==> src/rtl/pps_pkg.sv <==
// Shared types and constants of the precedence parse stack unit.
package pps_pkg;

  // Default sizes of the stack and of the stored codes
  localparam int unsigned DEF_STACK_DEPTH = 32;
  localparam int unsigned DEF_CODE_BITS   = 8;

  // Width of the code fields on the stream ports
  localparam int unsigned PORT_CODE_W = 8;

  // Operation carried in the input word
  typedef enum logic [1:0] {
    FUNC_SHIFT   = 2'd0,
    FUNC_PUSH_NT = 2'd1,
    FUNC_REDUCE  = 2'd2,
    FUNC_PUSH_T  = 2'd3
  } func_e;

  // Kind of a stack entry
  typedef enum logic [1:0] {
    KIND_TOKEN   = 2'd0,
    KIND_NONTERM = 2'd1,
    KIND_MARKER  = 2'd2
  } kind_e;

  // Result status
  typedef enum logic [1:0] {
    ST_OK        = 2'd0,
    ST_FULL      = 2'd1,
    ST_NO_MARKER = 2'd2,
    ST_EMPTY_SEG = 2'd3
  } status_e;

  // Command broadcast to every stack cell
  typedef enum logic [1:0] {
    CELL_HOLD  = 2'd0,
    CELL_PUSH  = 2'd1,
    CELL_SHIFT = 2'd2
  } cell_op_e;

  // Sequencer states
  typedef enum logic [1:0] {
    S_IDLE = 2'd0,
    S_MARK = 2'd1,
    S_EMIT = 2'd2
  } state_e;

endpackage

==> src/rtl/precedence_parse_stack_unit.sv <==
// Top level of the precedence parse stack unit: sequencer plus a row of stack cells.
//
// Stack of an operator-precedence parser held in a row of STACK_DEPTH cells, one entry each;
// every cell also remembers the nearest token and marker below it, so a shift moves all
// entries above the insertion point up by one at once. The block takes one word
// at a time. Shift, push nonterminal and push terminal give one result word when accepted.
// A reduce is accepted, then reads the topmost marker's cell, then emits one result word
// per popped entry (one word for an empty segment); a reduce with no marker answers when
// accepted. The single read port on the cell row makes the popped entries come out one
// at a time. Results wait in an output register, and a stall on the master side holds the
// sequencer. There is no clearing pass after reset.
module precedence_parse_stack_unit
  import pps_pkg::*;
#(
  parameter int unsigned STACK_DEPTH = DEF_STACK_DEPTH,
  parameter int unsigned CODE_BITS   = DEF_CODE_BITS,
  localparam int unsigned FILL_W     = $clog2(STACK_DEPTH + 1),
  localparam int unsigned TDATA_W    = ((19 + FILL_W + 7) / 8) * 8
) (
  input  logic               clk_i,
  input  logic               rst_ni,
  input  logic               s_axis_tvalid,
  output logic               s_axis_tready,
  input  logic [15:0]        s_axis_tdata,  // token_code, nonterm_type
  input  logic [1:0]         s_axis_tuser,  // func
  output logic               m_axis_tvalid,
  input  logic               m_axis_tready,
  output logic [TDATA_W-1:0] m_axis_tdata,  // status, elem_value, top_term_valid,
                                            // top_term_code, depth, zero fill
  output logic [2:0]         m_axis_tuser,  // elem_kind, elem_valid
  output logic               m_axis_tlast
);

  localparam int unsigned IDX_W = $clog2(STACK_DEPTH);

  typedef struct packed {
    kind_e                kind;
    logic [CODE_BITS-1:0] value;
    logic                 btv;
    logic [CODE_BITS-1:0] btc;
    logic [IDX_W-1:0]     bti;
    logic                 bmv;
    logic [IDX_W-1:0]     bmi;
  } entry_t;

  typedef struct packed {
    cell_op_e             op;
    logic [FILL_W-1:0]    fill;
    logic [IDX_W-1:0]     pos;
    kind_e                kind;
    logic [CODE_BITS-1:0] value;
    logic                 ttv;
    logic [CODE_BITS-1:0] ttc;
    logic [IDX_W-1:0]     tti;
    logic                 tmv;
    logic [IDX_W-1:0]     tmi;
    logic [IDX_W-1:0]     new_mark;
  } bcast_t;

  entry_t                 cell_entry  [STACK_DEPTH];
  entry_t                 below_entry [STACK_DEPTH];
  entry_t                 rd_entry;
  logic [IDX_W-1:0]       rd_idx;
  bcast_t                 bc;
  status_e                status;
  kind_e                  elem_kind;
  logic [PORT_CODE_W-1:0] elem_value, top_code;
  logic                   elem_valid, top_valid;
  logic [FILL_W-1:0]      depth;

  // Sequencer
  pps_ctrl #(
    .STACK_DEPTH (STACK_DEPTH),
    .CODE_BITS   (CODE_BITS),
    .IDX_W       (IDX_W),
    .FILL_W      (FILL_W),
    .entry_t     (entry_t),
    .bcast_t     (bcast_t)
  ) u_ctrl (
    .clk_i        (clk_i),
    .rst_ni       (rst_ni),
    .in_valid_i   (s_axis_tvalid),
    .in_ready_o   (s_axis_tready),
    .func_i       (func_e'(s_axis_tuser)),
    .tok_i        (CODE_BITS'(s_axis_tdata[7:0])),
    .nt_i         (CODE_BITS'(s_axis_tdata[15:8])),
    .rd_entry_i   (rd_entry),
    .rd_idx_o     (rd_idx),
    .bc_o         (bc),
    .out_valid_o  (m_axis_tvalid),
    .out_ready_i  (m_axis_tready),
    .status_o     (status),
    .kind_o       (elem_kind),
    .value_o      (elem_value),
    .elem_valid_o (elem_valid),
    .last_o       (m_axis_tlast),
    .ttv_o        (top_valid),
    .ttc_o        (top_code),
    .depth_o      (depth)
  );

  // Row of cells, each fed by its lower neighbor
  for (genvar gi = 0; gi < STACK_DEPTH; gi++) begin : g_cell
    if (gi == 0) begin : g_bottom
      assign below_entry[gi] = '0;
    end else begin : g_upper
      assign below_entry[gi] = cell_entry[gi-1];
    end

    pps_cell #(
      .INDEX   (gi),
      .IDX_W   (IDX_W),
      .FILL_W  (FILL_W),
      .entry_t (entry_t),
      .bcast_t (bcast_t)
    ) u_cell (
      .clk_i   (clk_i),
      .bc_i    (bc),
      .below_i (below_entry[gi]),
      .entry_o (cell_entry[gi])
    );
  end

  // Read port on the row
  assign rd_entry = cell_entry[rd_idx];

  // Pack the result word
  assign m_axis_tdata = TDATA_W'({depth, top_code, top_valid, elem_value, status});
  assign m_axis_tuser = {elem_valid, elem_kind};

endmodule

==> src/rtl/pps_cell.sv <==
// One stack cell: holds an entry plus the nearest token and marker below it.
module pps_cell
  import pps_pkg::*;
#(
  parameter int unsigned INDEX  = 0,
  parameter int unsigned IDX_W  = 5,
  parameter int unsigned FILL_W = 6,
  parameter type         entry_t = logic,
  parameter type         bcast_t = logic
) (
  input  logic   clk_i,
  input  bcast_t bc_i,
  input  entry_t below_i,
  output entry_t entry_o
);

  localparam logic [FILL_W-1:0] MY_FILL = FILL_W'(INDEX);
  localparam logic [IDX_W-1:0]  MY_IDX  = IDX_W'(INDEX);

  entry_t entry_q, entry_d;

  // Work out the next content of this cell from the broadcast command
  always_comb begin
    entry_d = entry_q;
    case (bc_i.op)
      CELL_PUSH: begin
        if (bc_i.fill == MY_FILL) begin
          entry_d.kind  = bc_i.kind;
          entry_d.value = bc_i.value;
          entry_d.btv   = bc_i.ttv;
          entry_d.btc   = bc_i.ttc;
          entry_d.bti   = bc_i.tti;
          entry_d.bmv   = bc_i.tmv;
          entry_d.bmi   = bc_i.tmi;
        end
      end
      CELL_SHIFT: begin
        if (MY_FILL == bc_i.fill + FILL_W'(1)) begin
          // new token on top
          entry_d.kind  = KIND_TOKEN;
          entry_d.value = bc_i.value;
          entry_d.btv   = bc_i.ttv;
          entry_d.btc   = bc_i.ttc;
          entry_d.bti   = bc_i.tti;
          entry_d.bmv   = 1'b1;
          entry_d.bmi   = bc_i.new_mark;
        end else if (MY_IDX == bc_i.pos) begin
          // inserted marker; keep own marker info if the old top marker sat at or above
          entry_d.kind  = KIND_MARKER;
          entry_d.value = '0;
          entry_d.btv   = bc_i.ttv;
          entry_d.btc   = bc_i.ttc;
          entry_d.bti   = bc_i.tti;
          if (!bc_i.tmv || (bc_i.tmi < bc_i.pos)) begin
            entry_d.bmv = bc_i.tmv;
            entry_d.bmi = bc_i.tmi;
          end
        end else if ((MY_IDX > bc_i.pos) && (MY_FILL <= bc_i.fill)) begin
          // move up from the neighbor and renumber the marker below
          entry_d     = below_i;
          entry_d.bmv = 1'b1;
          if (below_i.bmv && (below_i.bmi >= bc_i.pos)) begin
            entry_d.bmi = below_i.bmi + IDX_W'(1);
          end else begin
            entry_d.bmi = bc_i.pos;
          end
        end
      end
      default: begin
        entry_d = entry_q;
      end
    endcase
  end

  // Hold the entry
  always_ff @(posedge clk_i) begin
    entry_q <= entry_d;
  end

  assign entry_o = entry_q;

endmodule

==> src/rtl/pps_ctrl.sv <==
// Sequencer: decodes operations, tracks depth and top entries, emits results.
module pps_ctrl
  import pps_pkg::*;
#(
  parameter int unsigned STACK_DEPTH = DEF_STACK_DEPTH,
  parameter int unsigned CODE_BITS   = DEF_CODE_BITS,
  parameter int unsigned IDX_W       = 5,
  parameter int unsigned FILL_W      = 6,
  parameter type         entry_t     = logic,
  parameter type         bcast_t     = logic
) (
  input  logic                   clk_i,
  input  logic                   rst_ni,
  input  logic                   in_valid_i,
  output logic                   in_ready_o,
  input  func_e                  func_i,
  input  logic [CODE_BITS-1:0]   tok_i,
  input  logic [CODE_BITS-1:0]   nt_i,
  input  entry_t                 rd_entry_i,
  output logic [IDX_W-1:0]       rd_idx_o,
  output bcast_t                 bc_o,
  output logic                   out_valid_o,
  input  logic                   out_ready_i,
  output status_e                status_o,
  output kind_e                  kind_o,
  output logic [PORT_CODE_W-1:0] value_o,
  output logic                   elem_valid_o,
  output logic                   last_o,
  output logic                   ttv_o,
  output logic [PORT_CODE_W-1:0] ttc_o,
  output logic [FILL_W-1:0]      depth_o
);

  state_e               state_q, state_d;
  logic [FILL_W-1:0]    fill_q, fill_d;
  logic [FILL_W-1:0]    end_q, end_d;
  logic [IDX_W-1:0]     rd_q, rd_d;
  logic                 empty_q, empty_d;
  logic                 ttv_q, ttv_d;
  logic [CODE_BITS-1:0] ttc_q, ttc_d;
  logic [IDX_W-1:0]     tti_q, tti_d;
  logic                 tmv_q, tmv_d;
  logic [IDX_W-1:0]     tmi_q, tmi_d;

  logic                 out_valid_q, out_valid_d;
  status_e              o_status_q, o_status_d;
  kind_e                o_kind_q, o_kind_d;
  logic [CODE_BITS-1:0] o_value_q, o_value_d;
  logic                 o_elem_q, o_elem_d;
  logic                 o_last_q, o_last_d;
  logic                 o_ttv_q;
  logic [CODE_BITS-1:0] o_ttc_q;
  logic [FILL_W-1:0]    o_depth_q;

  logic                 slot_free, in_fire, load, emit_last;
  logic                 shift_full, push_full;
  logic [IDX_W-1:0]     pos, new_mark;

  assign slot_free  = !out_valid_q || out_ready_i;
  assign in_ready_o = (state_q == S_IDLE) && slot_free;
  assign in_fire    = in_valid_i && in_ready_o;
  assign emit_last  = (FILL_W'(rd_q) + FILL_W'(1)) == end_q;
  assign shift_full = ({1'b0, fill_q} + (FILL_W + 1)'(2)) > (FILL_W + 1)'(STACK_DEPTH);
  assign push_full  = fill_q == FILL_W'(STACK_DEPTH);

  // Marker goes just above the topmost token, or to the bottom
  assign pos      = ttv_q ? tti_q + IDX_W'(1) : '0;
  assign new_mark = (tmv_q && (tmi_q >= pos)) ? tmi_q + IDX_W'(1) : pos;

  // Next state
  always_comb begin
    state_d = state_q;
    unique case (state_q)
      S_IDLE: begin
        if (in_fire && (func_i == FUNC_REDUCE) && tmv_q) state_d = S_MARK;
      end
      S_MARK: begin
        state_d = S_EMIT;
      end
      S_EMIT: begin
        if (slot_free && (empty_q || emit_last)) state_d = S_IDLE;
      end
      default: begin
        state_d = S_IDLE;
      end
    endcase
  end

  // Datapath, cell commands and result loading
  always_comb begin
    fill_d     = fill_q;
    end_d      = end_q;
    rd_d       = rd_q;
    empty_d    = empty_q;
    ttv_d      = ttv_q;
    ttc_d      = ttc_q;
    tti_d      = tti_q;
    tmv_d      = tmv_q;
    tmi_d      = tmi_q;
    rd_idx_o   = rd_q;
    load       = 1'b0;
    o_status_d = ST_OK;
    o_kind_d   = KIND_TOKEN;
    o_value_d  = '0;
    o_elem_d   = 1'b0;
    o_last_d   = 1'b1;

    bc_o.op       = CELL_HOLD;
    bc_o.fill     = fill_q;
    bc_o.pos      = pos;
    bc_o.kind     = KIND_TOKEN;
    bc_o.value    = tok_i;
    bc_o.ttv      = ttv_q;
    bc_o.ttc      = ttc_q;
    bc_o.tti      = tti_q;
    bc_o.tmv      = tmv_q;
    bc_o.tmi      = tmi_q;
    bc_o.new_mark = new_mark;

    unique case (state_q)
      S_IDLE: begin
        if (in_fire) begin
          case (func_i) inside
            FUNC_SHIFT: begin
              load = 1'b1;
              if (shift_full) begin
                o_status_d = ST_FULL;
              end else begin
                bc_o.op = CELL_SHIFT;
                fill_d  = fill_q + FILL_W'(2);
                ttv_d   = 1'b1;
                ttc_d   = tok_i;
                tti_d   = IDX_W'(fill_q + FILL_W'(1));
                tmv_d   = 1'b1;
                tmi_d   = new_mark;
              end
            end
            FUNC_PUSH_NT, FUNC_PUSH_T: begin
              load = 1'b1;
              if (push_full) begin
                o_status_d = ST_FULL;
              end else begin
                bc_o.op = CELL_PUSH;
                fill_d  = fill_q + FILL_W'(1);
                if (func_i == FUNC_PUSH_NT) begin
                  bc_o.kind  = KIND_NONTERM;
                  bc_o.value = nt_i;
                end else begin
                  ttv_d = 1'b1;
                  ttc_d = tok_i;
                  tti_d = IDX_W'(fill_q);
                end
              end
            end
            FUNC_REDUCE: begin
              if (!tmv_q) begin
                load       = 1'b1;
                o_status_d = ST_NO_MARKER;
              end
            end
            default: begin
              load = 1'b0;
            end
          endcase
        end
      end
      S_MARK: begin
        // Pop down to the marker; its cell knows what lies below it
        rd_idx_o = tmi_q;
        ttv_d    = rd_entry_i.btv;
        ttc_d    = rd_entry_i.btc;
        tti_d    = rd_entry_i.bti;
        tmv_d    = rd_entry_i.bmv;
        tmi_d    = rd_entry_i.bmi;
        fill_d   = FILL_W'(tmi_q);
        end_d    = fill_q;
        rd_d     = tmi_q + IDX_W'(1);
        empty_d  = (FILL_W'(tmi_q) + FILL_W'(1)) == fill_q;
      end
      S_EMIT: begin
        rd_idx_o = rd_q;
        if (slot_free) begin
          load = 1'b1;
          if (empty_q) begin
            o_status_d = ST_EMPTY_SEG;
          end else begin
            o_kind_d  = rd_entry_i.kind;
            o_value_d = rd_entry_i.value;
            o_elem_d  = 1'b1;
            o_last_d  = emit_last;
            rd_d      = rd_q + IDX_W'(1);
          end
        end
      end
      default: begin
        load = 1'b0;
      end
    endcase
  end

  assign out_valid_d = load ? 1'b1 : (out_ready_i ? 1'b0 : out_valid_q);

  // Control registers
  always_ff @(posedge clk_i or negedge rst_ni) begin
    if (!rst_ni) begin
      state_q     <= S_IDLE;
      fill_q      <= '0;
      end_q       <= '0;
      rd_q        <= '0;
      empty_q     <= 1'b0;
      ttv_q       <= 1'b0;
      ttc_q       <= '0;
      tti_q       <= '0;
      tmv_q       <= 1'b0;
      tmi_q       <= '0;
      out_valid_q <= 1'b0;
    end else begin
      state_q     <= state_d;
      fill_q      <= fill_d;
      end_q       <= end_d;
      rd_q        <= rd_d;
      empty_q     <= empty_d;
      ttv_q       <= ttv_d;
      ttc_q       <= ttc_d;
      tti_q       <= tti_d;
      tmv_q       <= tmv_d;
      tmi_q       <= tmi_d;
      out_valid_q <= out_valid_d;
    end
  end

  // Result word register; tops and depth show the state after the operation
  always_ff @(posedge clk_i) begin
    if (load) begin
      o_status_q <= o_status_d;
      o_kind_q   <= o_kind_d;
      o_value_q  <= o_value_d;
      o_elem_q   <= o_elem_d;
      o_last_q   <= o_last_d;
      o_ttv_q    <= ttv_d;
      o_ttc_q    <= ttv_d ? ttc_d : '0;
      o_depth_q  <= fill_d;
    end
  end

  assign out_valid_o  = out_valid_q;
  assign status_o     = o_status_q;
  assign kind_o       = o_kind_q;
  assign value_o      = PORT_CODE_W'(o_value_q);
  assign elem_valid_o = o_elem_q;
  assign last_o       = o_last_q;
  assign ttv_o        = o_ttv_q;
  assign ttc_o        = PORT_CODE_W'(o_ttc_q);
  assign depth_o      = o_depth_q;

endmodule

==> config.mk <==
export PLATFORM = sky130hd
export DESIGN_NAME = precedence_parse_stack_unit
export DESIGN_NICKNAME = d
export VERILOG_FILES = /design/src/rtl/pps_pkg.sv /design/src/rtl/precedence_parse_stack_unit.sv /design/src/rtl/pps_cell.sv /design/src/rtl/pps_ctrl.sv
export SDC_FILE = /design/constraint.sdc
export NUM_CORES = 2
export LEC_CHECK = 0
export ABC_AREA = 1
export BUFFER_PORTS_ARGS = -buffer_cell sky130_fd_sc_hd__buf_4
export CELL_PAD_IN_SITES_DETAIL_PLACEMENT = 0
export CELL_PAD_IN_SITES_GLOBAL_PLACEMENT = 1
export CORE_MARGIN = 4
export CORE_UTILIZATION = 49
export CTS_CLUSTER_SIZE = 14
export DETAILED_ROUTE_END_ITERATION = 8
export PLACE_DENSITY_LB_ADDON = 0.1
export SLEW_MARGIN = 20
export SYNTH_ARGS = -nofsm -noshare
export SYNTH_HDL_FRONTEND = slang
export SYNTH_SLANG_ARGS = --single-unit
==> constraint.sdc <==
create_clock -name clk_i -period 6.8 [get_ports clk_i]
set_input_delay 0.68 -clock clk_i [delete_from_list [all_inputs] [get_ports clk_i]]
set_output_delay 0.68 -clock clk_i [all_outputs]
set_load 0.01 [all_outputs]
==> impl_metrics.csv <==
group,metric,value,unit
clock_network,cts_tree,"yes",
worst_setup_path,worst-setup-path-type,"reg2reg",
clock_network,htreeDepth,3,
power_and_ir_drop,p_per_area,535.2,nW/um^2
power_and_ir_drop,ir_drop,0.0005779,V
sta,whs,367.5,ps
worst_setup_path,cp_max_fo,30,
synth,synthesis.area,64380,um^2
global_routing,grt_pass1_wl,374200,um
routing,wirelength,255400,um
routing,firstDrtPassIters,6,
sta,tns,0,ps
clock_network,cts.sinks,1030,
routing,wl_per_cell,26.17,um
place,gp_congestion,1.066,
synth,synthArstFlopShare,3.981,%
sta,final_hold_viol_count,0,
place,port_buffers,52,
cells_and_area,finalNetCount,8152,
cells_and_area,drive_above_1_share,6.909,%
clock_network,cts_buffers,116,
hold_path,whs_path_depth,5,
synth,avgSynthCellArea,7.972,um^2
synth,synth_edf_count,989,
power_and_ir_drop,p_leak,28.51,nW
sta,worstMarginPinSlew,1150,ps
sta,relSlewSlack,23.31,%
synth,seq_area_frac_synth,47.72,%
clock_network,insertion_delay,760,ps
clock_network,clkTransAtPathRegs,70,ps
synth,syn_inst,8076,
routing,num_vias,60010,
clock_network,postCtsSetupBuffers,0,
floorplan,ios,60,
worst_setup_path,rrSetupSlack,1110,ps
worst_setup_path,worst_ep_arrival_time,6050,ps
sta,drv_slew,0,
sta,max_freq,0.1757,GHz
clock_network,cts_buffer_depth,3,
routing,ant_nets,0,
synth,synth_ff_type,"edfxtp_1",
cells_and_area,fillers,12530,
worst_setup_path,crit_path_start_kind,"register",
worst_setup_path,r2r-start,"u_ctrl.fill_q[1]",
synth,yosysUniqueCellTypes,51,
job,drv_cap,0,
hold_path,hp-start,"s_axis_tdata[4]",
cells_and_area,diodes,0,
sta,period_minus_slack,5691,ps
global_routing,grt_max_degree,125,
floorplan,die_h,370.5,um
outcome,status,"finished clean",
place,hpwl,174700,um
clock_network,root_buffer,"clkbuf_16",
global_routing,grt_pass1_vias,56390,
global_routing,antenna_found_initial,4,
routing,dr.first_iter.drc_count,7407,
cells_and_area,final_common_cell,"nand2_1",
sta,fin_worst_skew,45.84,ps
cells_and_area,final_cell_mix,"2319 x nand2_1, 1009 x nand3_1, 989 x edfxtp_1",
global_routing,grt_usage,36.46,%
floorplan,num_rows,132,
synth,synth_top_area_share,46.13,%
worst_setup_path,rr_endpoint,"g_cell[12].u_cell.entry_o[5]",
floorplan,core_area,130000,um^2
hold_path,min_path_type,"in2reg",
sta,grt_setup_unrepaired,"false",
synth,synth_warnings,0,
worst_setup_path,r2r_cells,17,
worst_setup_path,worstSetupEndpointType,"register",
floorplan,start_util,49.53,%
synth,synth.area.top_cells,"edfxtp_1 46%, nand2_1 14%, nand3_1 7.9%",
hold_path,min_to,"u_ctrl.ttc_q[4]",
global_routing,gr-total-overflow,0,
synth,ys_ff_latch,1030,
floorplan,die_area,137300,um^2
worst_setup_path,critPathRequiredTime,7150,ps
sta,setup_violations,0,
floorplan,die_w,370.5,um
sta,timing.final.crit_share,83.69,%
routing,vias_per_cell,6.148,
routing,route.detailed.drc,0,
cells_and_area,syn_to_final_growth,9.186,%
synth,synth_top_area_cell,"edfxtp_1",
==> metal layers <==
metal / global-route usage [%] / vias up / wire length, um
li1: - / 27220 / -
met1: 49.58 / 28990 / 103400
met2: 56.83 / 3183 / 113400
met3: 5.442 / 621 / 23200
met4: 18.68 / 2 / 15420
met5: 0 / - / 11
==> through the flow <==
step / area [um^2] / power (mW) / util [%] / setup WS [ps] / std cells
after detailed placement: 66700 / 31.03 / 51.31 / 1331 / 9545
after CTS: 70300 / 37.13 / 54.08 / 1308 / 9761
after global placement: 66640 / 30.88 / 51.27 / 1254 / 9543
final: 70300 / 37.62 / 54.08 / 1109 / 9761
after floorplan: 64410 / 22.31 / - / 2033 / 8082
after global routing: 70300 / 39.62 / 54.08 / 836.5 / 9761
==> kinds of logic after synthesis <==
| group | synth area share [%] |
|---|---|
| other | 0.005825 |
| adders and majority gates | 4.042 |
| muxes | 0.1088 |
| DFF | 47.72 |
| buffers and inverters | 7.587 |
| AOI/OAI and AO/OA | 12.70 |
| and+or+nand+nor | 26.41 |
| xor gates and xnor gates | 1.428 |
==> power breakdown <==
group          switching [mW]  total [mW]  internal, mW
clock network            2.74        6.10          3.36
registers               0.709        9.53          8.82
logic                    16.4        22.0          5.65
==> flip-flops by register name (all words and copies together) (netlist names), 5 cells and up <==
signal,cells
u_ctrl.value_o,8
u_ctrl.fill_q,6
u_ctrl.end_q,6
g_cell.u_cell.entry_o,960
u_ctrl.ttc_o,8
u_ctrl.rd_q,5
u_ctrl.tti_q,5
u_ctrl.tmi_q,5
u_ctrl.depth_o,6
u_ctrl.ttc_q,8
==> worst max path at each step <==
stage / startpoint / end / slack [ps] / depth (start not counted)
final: u_ctrl.fill_q[1] / g_cell[12].u_cell.entry_o[5] / 1110 / 17
after global routing: u_ctrl.fill_q[1] / g_cell[25].u_cell.entry_o[3] / 840 / 20
after CTS: u_ctrl.fill_q[1] / g_cell[25].u_cell.entry_o[3] / 1310 / 20
after detailed placement: u_ctrl.fill_q[1] / g_cell[25].u_cell.entry_o[3] / 1330 / 20
after global placement: u_ctrl.fill_q[1] / g_cell[25].u_cell.entry_o[3] / 1250 / 20
after floorplan: s_axis_tuser[0] / g_cell[0].u_cell.entry_o[0] / 2030 / 13
==> critical path: stages (launching register included) <==
cell and delay, ps:
dfrtp_1 790, ha_1 320, nand2_1 70, nor2_1 120
nand3_1 120, nand2_1 80, nand2_1 260, inv_1 120
nand2_1 270, nor2_1 330, ha_4 530, inv_2 340
nor2_1 170, buf_4 210, inv_1 310, o21ai_0 340
nand2_1 280, nor2_1 610
==> cell usage after synthesis (6+ instances only) <==
| library cell | n |
|---|---|
| xnor2_1 | 29 |
| o21ai_1 | 47 |
| nand3b_1 | 6 |
| o211ai_1 | 141 |
| buf_1 | 82 |
| o21a_1 | 27 |
| o2111ai_1 | 25 |
| mux2i_1 | 7 |
| a31oi_1 | 11 |
| nand2_2 | 17 |
| nand3_1 | 1010 |
| nor2_1 | 498 |
| buf_4 | 19 |
| dfrtp_1 | 41 |
| o22ai_1 | 151 |
| ha_1 | 208 |
| nor2_2 | 23 |
| nor2_4 | 23 |
| buf_2 | 138 |
| nor3_1 | 22 |
| inv_1 | 690 |
| o21ai_0 | 745 |
| edfxtp_1 | 989 |
| xor2_1 | 76 |
| a21oi_1 | 305 |
| o31ai_1 | 6 |
| nand2_1 | 2325 |
| clkbuf_1 | 266 |
| nand4_1 | 79 |
| inv_2 | 26 |
==> cell type report <==
| type | instances | area (um^2) | share of cell area (%) |
|---|---|---|---|
| clock buffers | 155 | 3109 | 4.423 |
| clock inverters | 60 | 483.0 | 0.6870 |
| inverters | 721 | 2709 | 3.853 |
| multi-input cells | 5822 | 29150 | 41.46 |
| flip-flops and latches | 1030 | 30730 | 43.72 |
| well taps | 1742 | 2180 | 3.101 |
| repair buffers | 231 | 1939 | 2.759 |
==> what timing repair did <==
item,in CTS,in global routing
hold buffers,1,0
endpoints found under the setup margin,0,0
endpoints found under the hold margin,41,0
resized for setup,0,0
Power figures use the tool's default switching activity.
